--- config.mk ---
export PLATFORM = sky130hd
export DESIGN_NAME = sda_ctrl
export DESIGN_NICKNAME = d
export VERILOG_FILES = /design/src/rtl/sda_pkg.sv /design/src/rtl/sda_ctrl.sv
export VERILOG_INCLUDE_DIRS = /design/src /design/src/rtl
export SDC_FILE = /design/constraint.sdc
export NUM_CORES = 1
export LEC_CHECK = 0
export ABC_CLOCK_PERIOD_IN_PS = 2700
export BUFFER_PORTS_ARGS = -buffer_cell sky130_fd_sc_hd__buf_2
export CAP_MARGIN = 20
export CORE_ASPECT_RATIO = 0.7
export CORE_MARGIN = 2
export CORE_UTILIZATION = 35
export CTS_CLUSTER_DIAMETER = 120
export DETAILED_ROUTE_END_ITERATION = 12
export PLACE_DENSITY = 0.58
export RECOVER_POWER = 50
export SYNTH_ARGS = -nofsm -noshare
export SYNTH_HDL_FRONTEND = slang
export SYNTH_SLANG_ARGS = --single-unit
--- constraint.sdc ---
create_clock -name clk -period 2.7 [get_ports clk]
set_input_delay 0.54 -clock clk [delete_from_list [all_inputs] [get_ports clk]]
set_output_delay 0.54 -clock clk [all_outputs]
set_load 0.02 [all_outputs]
--- src/rtl/assert_macros.svh ---
// Assertion macros used by the attention unit controller.
// No dependencies; included by files that carry concurrent checks.
`ifndef ASSERT_MACROS_SVH
`define ASSERT_MACROS_SVH

// Property must hold at every clock edge outside reset.
`define SDA_ASSERT(lbl, clk, rst_n, prop, msg) \
	lbl: assert property (@(posedge clk) disable iff (!rst_n) prop) else $error(msg);

// Expression must never be true outside reset.
`define SDA_NEVER(lbl, clk, rst_n, expr, msg) \
	lbl: assert property (@(posedge clk) disable iff (!rst_n) !(expr)) else $error(msg);

`endif

--- src/rtl/sda_pkg.sv ---
// Shared types and constants of the attention unit.
// No dependencies; imported by the controller, datapath and top level.
package sda_pkg;

	localparam int CNT_W      = 9;
	localparam int FUNC_W     = 3;
	localparam int ROW_W      = 6;
	localparam int COL_W      = 6;
	localparam int OUT_W      = 16;
	localparam int CFG_IDX_W  = 3;
	localparam int CFG_DATA_W = 16;

	typedef enum logic [FUNC_W-1:0] {
		FN_LOAD_Q  = 3'd0,
		FN_LOAD_K  = 3'd1,
		FN_LOAD_V  = 3'd2,
		FN_LOAD_M  = 3'd3,
		FN_COMPUTE = 3'd4
	} func_t;

	localparam logic [CFG_IDX_W-1:0] REG_SEQ    = 3'd0;
	localparam logic [CFG_IDX_W-1:0] REG_HEAD   = 3'd1;
	localparam logic [CFG_IDX_W-1:0] REG_SCALE  = 3'd2;
	localparam logic [CFG_IDX_W-1:0] REG_CAUSAL = 3'd3;
	localparam logic [CFG_IDX_W-1:0] REG_MASK   = 3'd4;

	localparam logic [16:0] LOG2E_Q16 = 17'd94548;
	localparam logic [15:0] EXP_C1    = 16'd43025;
	localparam logic [13:0] EXP_C2    = 14'd10257;

	typedef enum logic [4:0] {
		OP_NONE,
		OP_START,
		OP_DOT_RD,
		OP_DOT_MUL,
		OP_DOT_ACC,
		OP_SC1,
		OP_SC2,
		OP_SC3,
		OP_SC4,
		OP_EX_RD,
		OP_EX_A,
		OP_EX_B,
		OP_EX_C,
		OP_EX_D,
		OP_EX_E,
		OP_DIV_INIT,
		OP_DIV_STEP,
		OP_PR_RD,
		OP_PR_MUL,
		OP_PR_WR,
		OP_OUT_RD,
		OP_OUT_MUL,
		OP_OUT_ACC,
		OP_OUT_RND,
		OP_OUT_ZERO
	} op_t;

	typedef struct packed {
		op_t              op;
		logic             load;
		logic             first;
		logic             last;
		logic [CNT_W-1:0] j;
		logic [CNT_W-1:0] k;
	} cmd_t;

	typedef struct packed {
		logic any;
	} sts_t;

endpackage

--- src/rtl/sda_ctrl.sv ---
// Attention sequencer: scores, exp, reciprocal, probabilities, outputs, or zero rows.
// Depends on sda_pkg and assert_macros.svh; drives sda_datapath by command struct.
`include "assert_macros.svh"
module sda_ctrl (
	input  logic                       clk,
	input  logic                       arst_n,
	input  logic                       in_valid,
	input  logic [sda_pkg::FUNC_W-1:0] in_func,
	input  logic [sda_pkg::ROW_W-1:0]  in_row,
	input  logic [sda_pkg::CNT_W-1:0]  sl,
	input  logic [sda_pkg::CNT_W-1:0]  hd,
	input  logic                       out_ready,
	input  sda_pkg::sts_t              sts,
	output logic                       in_ready,
	output logic                       out_valid,
	output sda_pkg::cmd_t              cmd
);
	import sda_pkg::*;

	typedef enum logic [4:0] {
		S_IDLE, S_D_RD, S_D_MUL, S_D_ACC, S_SC1, S_SC2, S_SC3, S_SC4, S_CHK,
		S_E_RD, S_E_A, S_E_B, S_E_C, S_E_D, S_E_E, S_DV_I, S_DV_S,
		S_P_RD, S_P_MUL, S_P_WR, S_O_RD, S_O_MUL, S_O_ACC, S_O_RND, S_O_WAIT,
		S_Z, S_Z_WAIT
	} state_t;

	state_t           state_q;
	logic [CNT_W-1:0] j_q;
	logic [CNT_W-1:0] k_q;
	logic             start;
	logic             j_end_s;
	logic             j_end_h;
	logic             k_end_s;
	logic             k_end_h;

	assign start   = in_valid && (in_func == FN_COMPUTE) && (CNT_W'(in_row) < sl);
	assign j_end_s = (j_q == sl - CNT_W'(1));
	assign j_end_h = (j_q == hd - CNT_W'(1));
	assign k_end_s = (k_q == sl - CNT_W'(1));
	assign k_end_h = (k_q == hd - CNT_W'(1));

	assign in_ready  = (state_q == S_IDLE);
	assign out_valid = (state_q == S_O_WAIT) || (state_q == S_Z_WAIT);

	always_comb begin
		cmd.op    = OP_NONE;
		cmd.load  = 1'b0;
		cmd.first = 1'b0;
		cmd.last  = j_end_h;
		cmd.j     = j_q;
		cmd.k     = k_q;
		unique case (state_q)
			S_IDLE: begin
				cmd.load = in_valid && (in_func <= FN_LOAD_M);
				cmd.op   = start ? OP_START : OP_NONE;
			end
			S_D_RD:   cmd.op = OP_DOT_RD;
			S_D_MUL:  cmd.op = OP_DOT_MUL;
			S_D_ACC: begin
				cmd.op    = OP_DOT_ACC;
				cmd.first = (k_q == '0);
			end
			S_SC1:    cmd.op = OP_SC1;
			S_SC2:    cmd.op = OP_SC2;
			S_SC3:    cmd.op = OP_SC3;
			S_SC4: begin
				cmd.op    = OP_SC4;
				cmd.first = (j_q == '0);
			end
			S_CHK:    cmd.op = OP_NONE;
			S_E_RD:   cmd.op = OP_EX_RD;
			S_E_A:    cmd.op = OP_EX_A;
			S_E_B:    cmd.op = OP_EX_B;
			S_E_C:    cmd.op = OP_EX_C;
			S_E_D:    cmd.op = OP_EX_D;
			S_E_E: begin
				cmd.op    = OP_EX_E;
				cmd.first = (j_q == '0);
			end
			S_DV_I:   cmd.op = OP_DIV_INIT;
			S_DV_S: begin
				cmd.op    = OP_DIV_STEP;
				cmd.first = (k_q == '0);
			end
			S_P_RD:   cmd.op = OP_PR_RD;
			S_P_MUL:  cmd.op = OP_PR_MUL;
			S_P_WR:   cmd.op = OP_PR_WR;
			S_O_RD:   cmd.op = OP_OUT_RD;
			S_O_MUL:  cmd.op = OP_OUT_MUL;
			S_O_ACC: begin
				cmd.op    = OP_OUT_ACC;
				cmd.first = (k_q == '0);
			end
			S_O_RND:  cmd.op = OP_OUT_RND;
			S_O_WAIT: cmd.op = OP_NONE;
			S_Z:      cmd.op = OP_OUT_ZERO;
			S_Z_WAIT: cmd.op = OP_NONE;
		endcase
	end

	always_ff @(posedge clk or negedge arst_n) begin
		if (!arst_n) begin
			state_q <= S_IDLE;
			j_q     <= '0;
			k_q     <= '0;
		end else begin
			unique case (state_q)
				S_IDLE: begin
					j_q <= '0;
					k_q <= '0;
					if (start) begin
						state_q <= S_D_RD;
					end
				end
				S_D_RD:  state_q <= S_D_MUL;
				S_D_MUL: state_q <= S_D_ACC;
				S_D_ACC: begin
					if (k_end_h) begin
						k_q     <= '0;
						state_q <= S_SC1;
					end else begin
						k_q     <= k_q + CNT_W'(1);
						state_q <= S_D_RD;
					end
				end
				S_SC1: state_q <= S_SC2;
				S_SC2: state_q <= S_SC3;
				S_SC3: state_q <= S_SC4;
				S_SC4: begin
					if (j_end_s) begin
						j_q     <= '0;
						state_q <= S_CHK;
					end else begin
						j_q     <= j_q + CNT_W'(1);
						state_q <= S_D_RD;
					end
				end
				S_CHK:  state_q <= sts.any ? S_E_RD : S_Z;
				S_E_RD: state_q <= S_E_A;
				S_E_A:  state_q <= S_E_B;
				S_E_B:  state_q <= S_E_C;
				S_E_C:  state_q <= S_E_D;
				S_E_D:  state_q <= S_E_E;
				S_E_E: begin
					if (j_end_s) begin
						j_q     <= '0;
						state_q <= S_DV_I;
					end else begin
						j_q     <= j_q + CNT_W'(1);
						state_q <= S_E_RD;
					end
				end
				S_DV_I: begin
					k_q     <= '0;
					state_q <= S_DV_S;
				end
				S_DV_S: begin
					if (k_q == CNT_W'(32)) begin
						k_q     <= '0;
						state_q <= S_P_RD;
					end else begin
						k_q <= k_q + CNT_W'(1);
					end
				end
				S_P_RD:  state_q <= S_P_MUL;
				S_P_MUL: state_q <= S_P_WR;
				S_P_WR: begin
					if (j_end_s) begin
						j_q     <= '0;
						state_q <= S_O_RD;
					end else begin
						j_q     <= j_q + CNT_W'(1);
						state_q <= S_P_RD;
					end
				end
				S_O_RD:  state_q <= S_O_MUL;
				S_O_MUL: state_q <= S_O_ACC;
				S_O_ACC: begin
					if (k_end_s) begin
						k_q     <= '0;
						state_q <= S_O_RND;
					end else begin
						k_q     <= k_q + CNT_W'(1);
						state_q <= S_O_RD;
					end
				end
				S_O_RND: state_q <= S_O_WAIT;
				S_O_WAIT: begin
					if (out_ready) begin
						if (j_end_h) begin
							state_q <= S_IDLE;
						end else begin
							j_q     <= j_q + CNT_W'(1);
							state_q <= S_O_RD;
						end
					end
				end
				S_Z: state_q <= S_Z_WAIT;
				S_Z_WAIT: begin
					if (out_ready) begin
						if (j_end_h) begin
							state_q <= S_IDLE;
						end else begin
							j_q     <= j_q + CNT_W'(1);
							state_q <= S_Z;
						end
					end
				end
			endcase
		end
	end

	`SDA_NEVER(a_no_overlap, clk, arst_n, in_ready && out_valid, "input taken while result held")
	`SDA_ASSERT(a_last_idle, clk, arst_n, out_valid && out_ready && cmd.last |=> state_q == S_IDLE, "row did not end on last beat")
	`SDA_ASSERT(a_div_bound, clk, arst_n, state_q == S_DV_S |-> k_q <= CNT_W'(32), "divider overran")

endmodule

==> metrics.cfg, run 1 <==
[run_status]
outcome = complete, but fails checks
violations = setup timing

[setup_path]
cp-start-kind = input pin
cp-end-kind = output port
worst_ep_required_time_ns = 2.16
critPathKind = input pin to output port
worst-path-max-fanout = 3
cp_data_arrival_time_ns = 2.22

[detailed_routing]
firstDrtPassIters = 5
detailroute.via_count = 3625
post_dr_vias_cell = 5.61
wirelength_um = 10900
dr_drc_count = 0
drtIter0Drc = 289
route.antenna.remaining_nets = 0
routedWlPerCell_um = 16.8

[yosys]
synth-async-reset-ratio_pct = 100
post_synth_edffs = 0
synth.lib_cells_used.distinct = 80
seq_area_frac_synth_pct = 17.4
synth-seq-cells = 23
area_share_of_the_leading_cell_type_in_the_synthesized_netlist_pct = 17.4
synth_cells = 428
yosysWarnings = 0
synth_ff_type = sky130_fd_sc_hd__dfrtp_1
post_synth.cell_area_avg_um2 = 7.74
mappedNetlistNets = 471
synth_top_cell_by_area = sky130_fd_sc_hd__dfrtp_1
mappedNetlistArea_um2 = 3310
synth.top_cells.by_area = sky130_fd_sc_hd__dfrtp_1 17%, sky130_fd_sc_hd__xnor2_1 7.7%, sky130_fd_sc_hd__nor2_1 4.8%

[timing]
post-route-worst-setup-slack_ns = -0.0601
setup-violations-final = 1
final.setup_skew_ns = 0.00376
slew_headroom_pct = 10.3
max_freq_mhz = 362
drv_slew = 0
totalNegativeSetupSlack_ns = -0.0601
hold_viol_final = 0
fin_worst_hold_slack_ns = 0.559
rsz0062_at_grt = true
min_period_over_period_pct = 102
post-route-min-period_ns = 2.76
worst-slew-pin-transition_ns = 1.35

[floorplan]
chipWidth_um = 120
design.die.area_um2 = 10300
core_area_um2 = 9140
die_h_um = 85.4
num_rows = 29
initial_core_util_pct = 36.2
design.portCount = 60

[placed_design]
routabilityCongestion = 0.913
place_ws_ns = -0.255
portBuffers = 59
dpl.cell_count = 635
post-dp-hpwl_um = 8650

[power]
switching_share_pct = 51.1
net-switching-power_mw = 1.74
power.sequential.fraction_pct = 20.6
power.internal_mw = 1.66
p_leak_nw = 1.85
power_density_nw_per_um2 = 777
combPwrFrac_pct = 69.6
power.share.clock_pct = 9.8
vdd_ir_drop_max_mv = 0.379

[layout]
diodes_inserted = 0
multi_input_comb_area_um2 = 2650
regArea_um2 = 576
area_growth_pct = 31.9
utilization_of_the_core_after_routing_pct = 47.8
drive_above_1_share_pct = 31.0
finalNetCount = 566
layout.cells.non_filler = 646
filler_cell_count = 927

[global_route]
grt_start_max_net_pins = 24
grt_antenna_before_repair = 0
track_usage_pct = 21.5
grt_first_pass_wirelength_um = 17700
grt.overflow.total = 0
first_global_vias = 3320

[cts]
clock_tree.htree_level_count = 1
clock_pin_slew_worst_setup_and_hold_paths_ns = 0.06
tritoncts.num_buffers = 3
clock-root-buffer = sky130_fd_sc_hd__clkbuf_16
cts_max_path_buffers = 2
clock_latency_ns = 0.26
clkSinkCount = 23
clock_tree_from_tritoncts = built

[job]
cap_viol_max_count = 0

[hold_path]
hold_class = input pin to asynchronous set/reset pin

[through the flow]
stage          power [mW]  instance area (um2)
6_report             3.40                 4370
5_1_grt              3.66                 4370
4_1_cts              3.36                 4290
3_5_place_dp         2.97                 4080
3_3_place_gp         2.95                 4080
2_1_floorplan        2.26                 3340
[what timing repair did]
action                                  CTS  global route
endpoints found under the setup margin    2            20
hold buffers                              0             0
resized for setup                        23            18
buffers inserted                          2             5
pin swaps                                13            14
[power groups by stage]
stage | clock [mW] | sequential [mW] | combinational [mW]
detailed placement | 0 | 0.697 | 2.27
CTS | 0.343 | 0.692 | 2.32
finish | 0.333 | 0.700 | 2.36
floorplan | 0 | 0.613 | 1.64
global placement | 0 | 0.690 | 2.26
global route | 0.357 | 0.717 | 2.59
[sequential cells by signal (all words and copies together) (netlist names)]
name and cells:
j_q 9, k_q 9, state_q 5
[path summary, 6_finish.rpt]
| check | from | cells after the start | slack [ns] | endpoint |
|---|---|---|---|---|
| setup / recovery | hd[1] | 8 | -0.06 | cmd[18] |
| hold reg to reg | j_q[4]$_DFFE_PN0P_ | 3 | 0.70 | j_q[4]$_DFFE_PN0P_ |
| setup reg to reg | k_q[2]$_DFFE_PN0P_ | 8 | 0.19 | k_q[2]$_DFFE_PN0P_ |
| max in group asynchronous | arst_n | 1 | 1.34 | j_q[3]$_DFFE_PN0P_ |
| hold / removal | arst_n | 1 | 0.56 | k_q[2]$_DFFE_PN0P_ |
| min in group clk | j_q[4]$_DFFE_PN0P_ | 3 | 0.70 | j_q[4]$_DFFE_PN0P_ |
[area by class of cell]
cell class | count | area share, %
Clock buffer | 4 | 1.80
Sequential cell | 23 | 13.2
Tap cell | 124 | 3.55
Inverter | 26 | 2.40
Timing Repair Buffer | 124 | 18.6
Multi-Input combinational cell | 345 | 60.5
[cells by family after synthesis]
| kind of cell | after synthesis | synth area share, % |
|---|---|---|
| buffers and inverters | 60 | 7.17 |
| DFF | 23 | 17.4 |
| adders and majority gates | 11 | 4.15 |
| xor gates and xnor gates | 45 | 14.4 |
| AOI/OAI and AO/OA | 116 | 26.5 |
| muxes | 2 | 0.642 |
| and+or+nand+nor | 171 | 29.7 |
[worst max-delay path: stages]
cell and delay, ns:
sky130_fd_sc_hd__buf_8 0.10, sky130_fd_sc_hd__or3_4 0.41, sky130_fd_sc_hd__o311ai_2 0.22, sky130_fd_sc_hd__o211ai_1 0.18
sky130_fd_sc_hd__a2111oi_4 0.46, sky130_fd_sc_hd__nand2_2 0.12, sky130_fd_sc_hd__inv_2 0.08, sky130_fd_sc_hd__buf_6 0.11
[cells in the mapped netlist, types with 3 or more instances]
cell	number
sky130_fd_sc_hd__nand4_1	7
sky130_fd_sc_hd__xnor2_1	29
sky130_fd_sc_hd__a22o_1	3
sky130_fd_sc_hd__ha_1	11
sky130_fd_sc_hd__o21ai_1	3
sky130_fd_sc_hd__o21a_1	3
sky130_fd_sc_hd__a211oi_1	5
sky130_fd_sc_hd__nand2_1	26
sky130_fd_sc_hd__nand2b_1	7
sky130_fd_sc_hd__buf_1	4
sky130_fd_sc_hd__xor2_1	10
sky130_fd_sc_hd__a221o_1	4
sky130_fd_sc_hd__nor3b_1	3
sky130_fd_sc_hd__a21o_1	5
sky130_fd_sc_hd__nor3_1	21
sky130_fd_sc_hd__a31oi_1	6
sky130_fd_sc_hd__and3b_1	4
sky130_fd_sc_hd__o31a_1	4
sky130_fd_sc_hd__nand3_1	16
sky130_fd_sc_hd__and3_1	8
sky130_fd_sc_hd__nor2_1	42
sky130_fd_sc_hd__xnor3_1	5
sky130_fd_sc_hd__nor2b_1	6
sky130_fd_sc_hd__inv_1	26
sky130_fd_sc_hd__o21ai_0	14
sky130_fd_sc_hd__and2_1	4
sky130_fd_sc_hd__a21oi_1	24
sky130_fd_sc_hd__clkbuf_1	27
sky130_fd_sc_hd__dfrtp_1	23
sky130_fd_sc_hd__nor4_1	4
sky130_fd_sc_hd__o211ai_1	10
[cell usage in the layout (no fill, tap or decap), types with 6 or more instances in the layout]
cell                        n
sky130_fd_sc_hd__nand4_1    7
sky130_fd_sc_hd__xor2_1    10
sky130_fd_sc_hd__o21ai_0   13
sky130_fd_sc_hd__nor2_1    42
sky130_fd_sc_hd__nor3_1    20
sky130_fd_sc_hd__and3_1     8
sky130_fd_sc_hd__buf_4     62
sky130_fd_sc_hd__nand3_1   16
sky130_fd_sc_hd__a31oi_1    6
sky130_fd_sc_hd__inv_1     21
sky130_fd_sc_hd__ha_1       8
sky130_fd_sc_hd__nand2b_1   7
sky130_fd_sc_hd__dfrtp_1   23
sky130_fd_sc_hd__xnor2_1   27
sky130_fd_sc_hd__buf_2     44
sky130_fd_sc_hd__o211ai_1  10
sky130_fd_sc_hd__a21oi_1   24
sky130_fd_sc_hd__nand2_1   25
sky130_fd_sc_hd__clkbuf_1  12
[per-layer routing]
layer  up-vias  part of all wire (%)  track usage [%]
met5         -                     0                0
met4         0                   1.1             3.17
met3        16                   5.9             3.29
met2       122                    43             32.2
met1      1725                    50             33.2
li1       1762                     -                -
Power figures use the tool's default switching activity.
==> run 2: changes to the inputs <==
--- a/config.mk
+++ b/config.mk
@@ -6,6 +6,7 @@
 export SDC_FILE = /design/constraint.sdc
 export NUM_CORES = 1
 export LEC_CHECK = 0
+export ABC_AREA = 1
 export ABC_CLOCK_PERIOD_IN_PS = 2700
 export BUFFER_PORTS_ARGS = -buffer_cell sky130_fd_sc_hd__buf_2
 export CAP_MARGIN = 20
==> run 2 against run 1 <==
Effect of this change:
- the run now ends clean
- critical path depth up 3
- core utilization down 4.5 points
- non-clock buffer count down 48
- critical path type is now register to output port
- count of clock-buffer cells in the layout down 1
- clock power down 4%
- combinational power down 33%
- highest routed layer unchanged
- synthesized cell count up 36%
- via count up 13%
- largest cell class unchanged
- sequential share of layout area up 1.5 points
- worst setup slack better by 0.13 ns
==> metrics.cfg, run 2 <==
[run_status]
outcome = completed

[setup_path]
cp-end-kind = output port
cp-start-kind = register
worst-path-max-fanout = 6
critPathKind = register to output port
reg2reg_slack_ns = 0.57
cpPeakStageDelay_ns = 0.46
cp_slowest_cell = sky130_fd_sc_hd__dfrtp_2
timing.rr.start = state_q[1]$_DFFE_PN0P_
cp_data_arrival_time_ns = 2.09
rr_worst_depth = 12
rr_endpoint = j_q[2]$_DFFE_PN0P_
worstPathCellList = inv_2 > nor2_1 > inv_2 > nor2_1 > nand2_1 > nand2_1 > a21oi_1 > nand3_1 > nor2_2 > mux2i_1 > buf_2
worst_ep_required_time_ns = 2.16

[cts]
clock_tree.htree_level_count = 1
tritoncts.num_buffers = 3
clock_latency_ns = 0.26
clock_tree_from_tritoncts = built
cts_max_path_buffers = 2
clkSinkCount = 23
clock-root-buffer = sky130_fd_sc_hd__clkbuf_16
clock_pin_slew_worst_setup_and_hold_paths_ns = 0.06
post_cts_hold_buffer_count = 0

[placed_design]
place_ws_ns = 0.0546
routabilityCongestion = 0.949
portBuffers = 59
post-dp-hpwl_um = 9770

[layout]
diodes_inserted = 0
layout_top_registers = j_q x9, k_q x9, state_q x5
regArea_um2 = 579
finalNetCount = 698
utilization_of_the_core_after_routing_pct = 43.3
multi_input_comb_area_um2 = 2410
layout.cells.most_common_list = 184 x sky130_fd_sc_hd__nand2_1, 91 x sky130_fd_sc_hd__nand3_1, 72 x sky130_fd_sc_hd__inv_1
filler_cell_count = 987
drive_above_1_share_pct = 17.7
final_common_cell = sky130_fd_sc_hd__nand2_1
area_growth_pct = 19.6

[detailed_routing]
route.antenna.remaining_nets = 0
wirelength_um = 11800
firstDrtPassIters = 7
detailroute.via_count = 4079
drtIter0Drc = 370
dr_drc_count = 0
routedWlPerCell_um = 15.1
post_dr_vias_cell = 5.24

[global_route]
first_global_vias = 3711
grt_antenna_before_repair = 0
use_met2_pct = 32.4
grt.overflow.total = 0
grt_start_max_net_pins = 24
grt_first_pass_wirelength_um = 18800
use_met3_pct = 3.70
grt_busiest_layer = met1
global_routing_met1_resource_utilization_pct = 37.1
track_usage_pct = 23.0

[timing]
drv_slew = 0
post-route-worst-setup-slack_ns = 0.0705
max_freq_mhz = 380
setup-violations-final = 0
rsz0062_at_grt = true
worst-slew-pin-transition_ns = 1.26
min_period_over_period_pct = 97.4
hold_viol_final = 0
final.setup_skew_ns = 0.00342
slew_headroom_pct = 15.9
fin_worst_hold_slack_ns = 0.538
totalNegativeSetupSlack_ns = 0
post-route-min-period_ns = 2.63

[yosys]
synth_ff_type = sky130_fd_sc_hd__dfrtp_1
synth_cells = 582
post_synth_edffs = 0
yosysWarnings = 0
synth_top_cell_by_area = sky130_fd_sc_hd__nand2_1
cell_with_the_most_instances_after_synthesis = sky130_fd_sc_hd__nand2_1
synth_common_cells = 185 x sky130_fd_sc_hd__nand2_1, 92 x sky130_fd_sc_hd__nand3_1, 73 x sky130_fd_sc_hd__inv_1, 59 x sky130_fd_sc_hd__nor2_1, 23 x sky130_fd_sc_hd__dfrtp_1
post_synth.cell_area_avg_um2 = 5.67
synth-async-reset-ratio_pct = 100
mappedNetlistArea_um2 = 3300
seq_area_frac_synth_pct = 17.4
area_share_of_the_leading_cell_type_in_the_synthesized_netlist_pct = 21.0
synth.top_cells.by_area = sky130_fd_sc_hd__nand2_1 21%, sky130_fd_sc_hd__dfrtp_1 17%, sky130_fd_sc_hd__nand3_1 14%
synth-seq-cells = 23
mappedNetlistNets = 625
synth.lib_cells_used.distinct = 37

[floorplan]
initial_core_util_pct = 36.2
num_rows = 29
design.portCount = 60
chipWidth_um = 120
die_h_um = 85.2
design.die.area_um2 = 10200
core_area_um2 = 9110

[job]
cap_viol_max_count = 0

[power]
p_leak_nw = 2.17
vdd_ir_drop_max_mv = 0.313
power_density_nw_per_um2 = 648

[hold_path]
hold_class = input pin to asynchronous set/reset pin

==> run 2: cell type report <==
class	instances	area share (%)
multi-input combinational	468	61.2
sequential	23	14.7
timing repair buffer	76	10.2
inverter	83	7.96
tap	124	3.93
clock buffer	3	1.90
clock inverter	1	0.127
==> run 2: worst max-delay path: cells and delay by family, from the launching register on <==
kind	cells	cell delay, ns
simple gates	6	0.64
flops	1	0.46
buf+inv	3	0.42
mux	1	0.18
compound gates	1	0.14
==> run 2: logic make-up (layout without fill, tap and decap cells) <==
group / after synthesis / in the layout / synth area share [%]
AND/OR/NAND/NOR: 399 / 399 / 54.5
adder cells (fa/ha/maj): 11 / 11 / 4.17
XOR/XNOR: 23 / 23 / 6.11
multiplexers: 1 / 1 / 0.303
AO/OA/AOI/OAI: 34 / 34 / 6.79
buffers and inverters: 91 / 163 / 10.7
flip-flops: 23 / 23 / 17.4
==> run 2: through the flow <==
stage,power (mW),std cells,instance area [um2]
2_1_floorplan,1.65,582,3300
3_3_place_gp,2.20,773,3830
3_5_place_dp,2.17,773,3830
4_1_cts,2.50,777,3910
5_1_grt,2.76,778,3950
6_report,2.56,778,3950
==> run 2: what timing repair did <==
| action | CTS | global route |
|---|---|---|
| endpoints found under the setup margin | 0 | 4 |
| buffers inserted | 0 | 1 |
| hold endpoints to repair | 0 | 0 |
| resized for setup | 0 | 14 |
==> run 2: how the worst max path moves through the flow <==
stage / slack, ns / cells after the start / endpoint / start
2_1_floorplan: 0.38 / 13 / cmd[18] / hd[0]
3_3_place_gp: 0.13 / 14 / cmd[18] / hd[0]
3_5_place_dp: 0.05 / 14 / cmd[18] / hd[0]
4_1_cts: 0.04 / 9 / cmd[21] / state_q[1]$_DFFE_PN0P_
5_1_grt: -0.04 / 11 / cmd[21] / state_q[0]$_DFFE_PN0P_
6_report: 0.07 / 11 / cmd[21] / state_q[0]$_DFFE_PN0P_
==> run 2: routing by layer <==
metal  vias up  share of wire [%]
met1      1853                 49
met4         0               0.42
met5         -                  0
met2       195                 39
li1       2026                  -
met3         5                 12
==> run 2: power by group <==
part / switching [mW] / internal (mW)
logic: 1.06 / 0.532
clock network: 0.121 / 0.199
registers: 0.214 / 0.433
total: 1.39 / 1.16
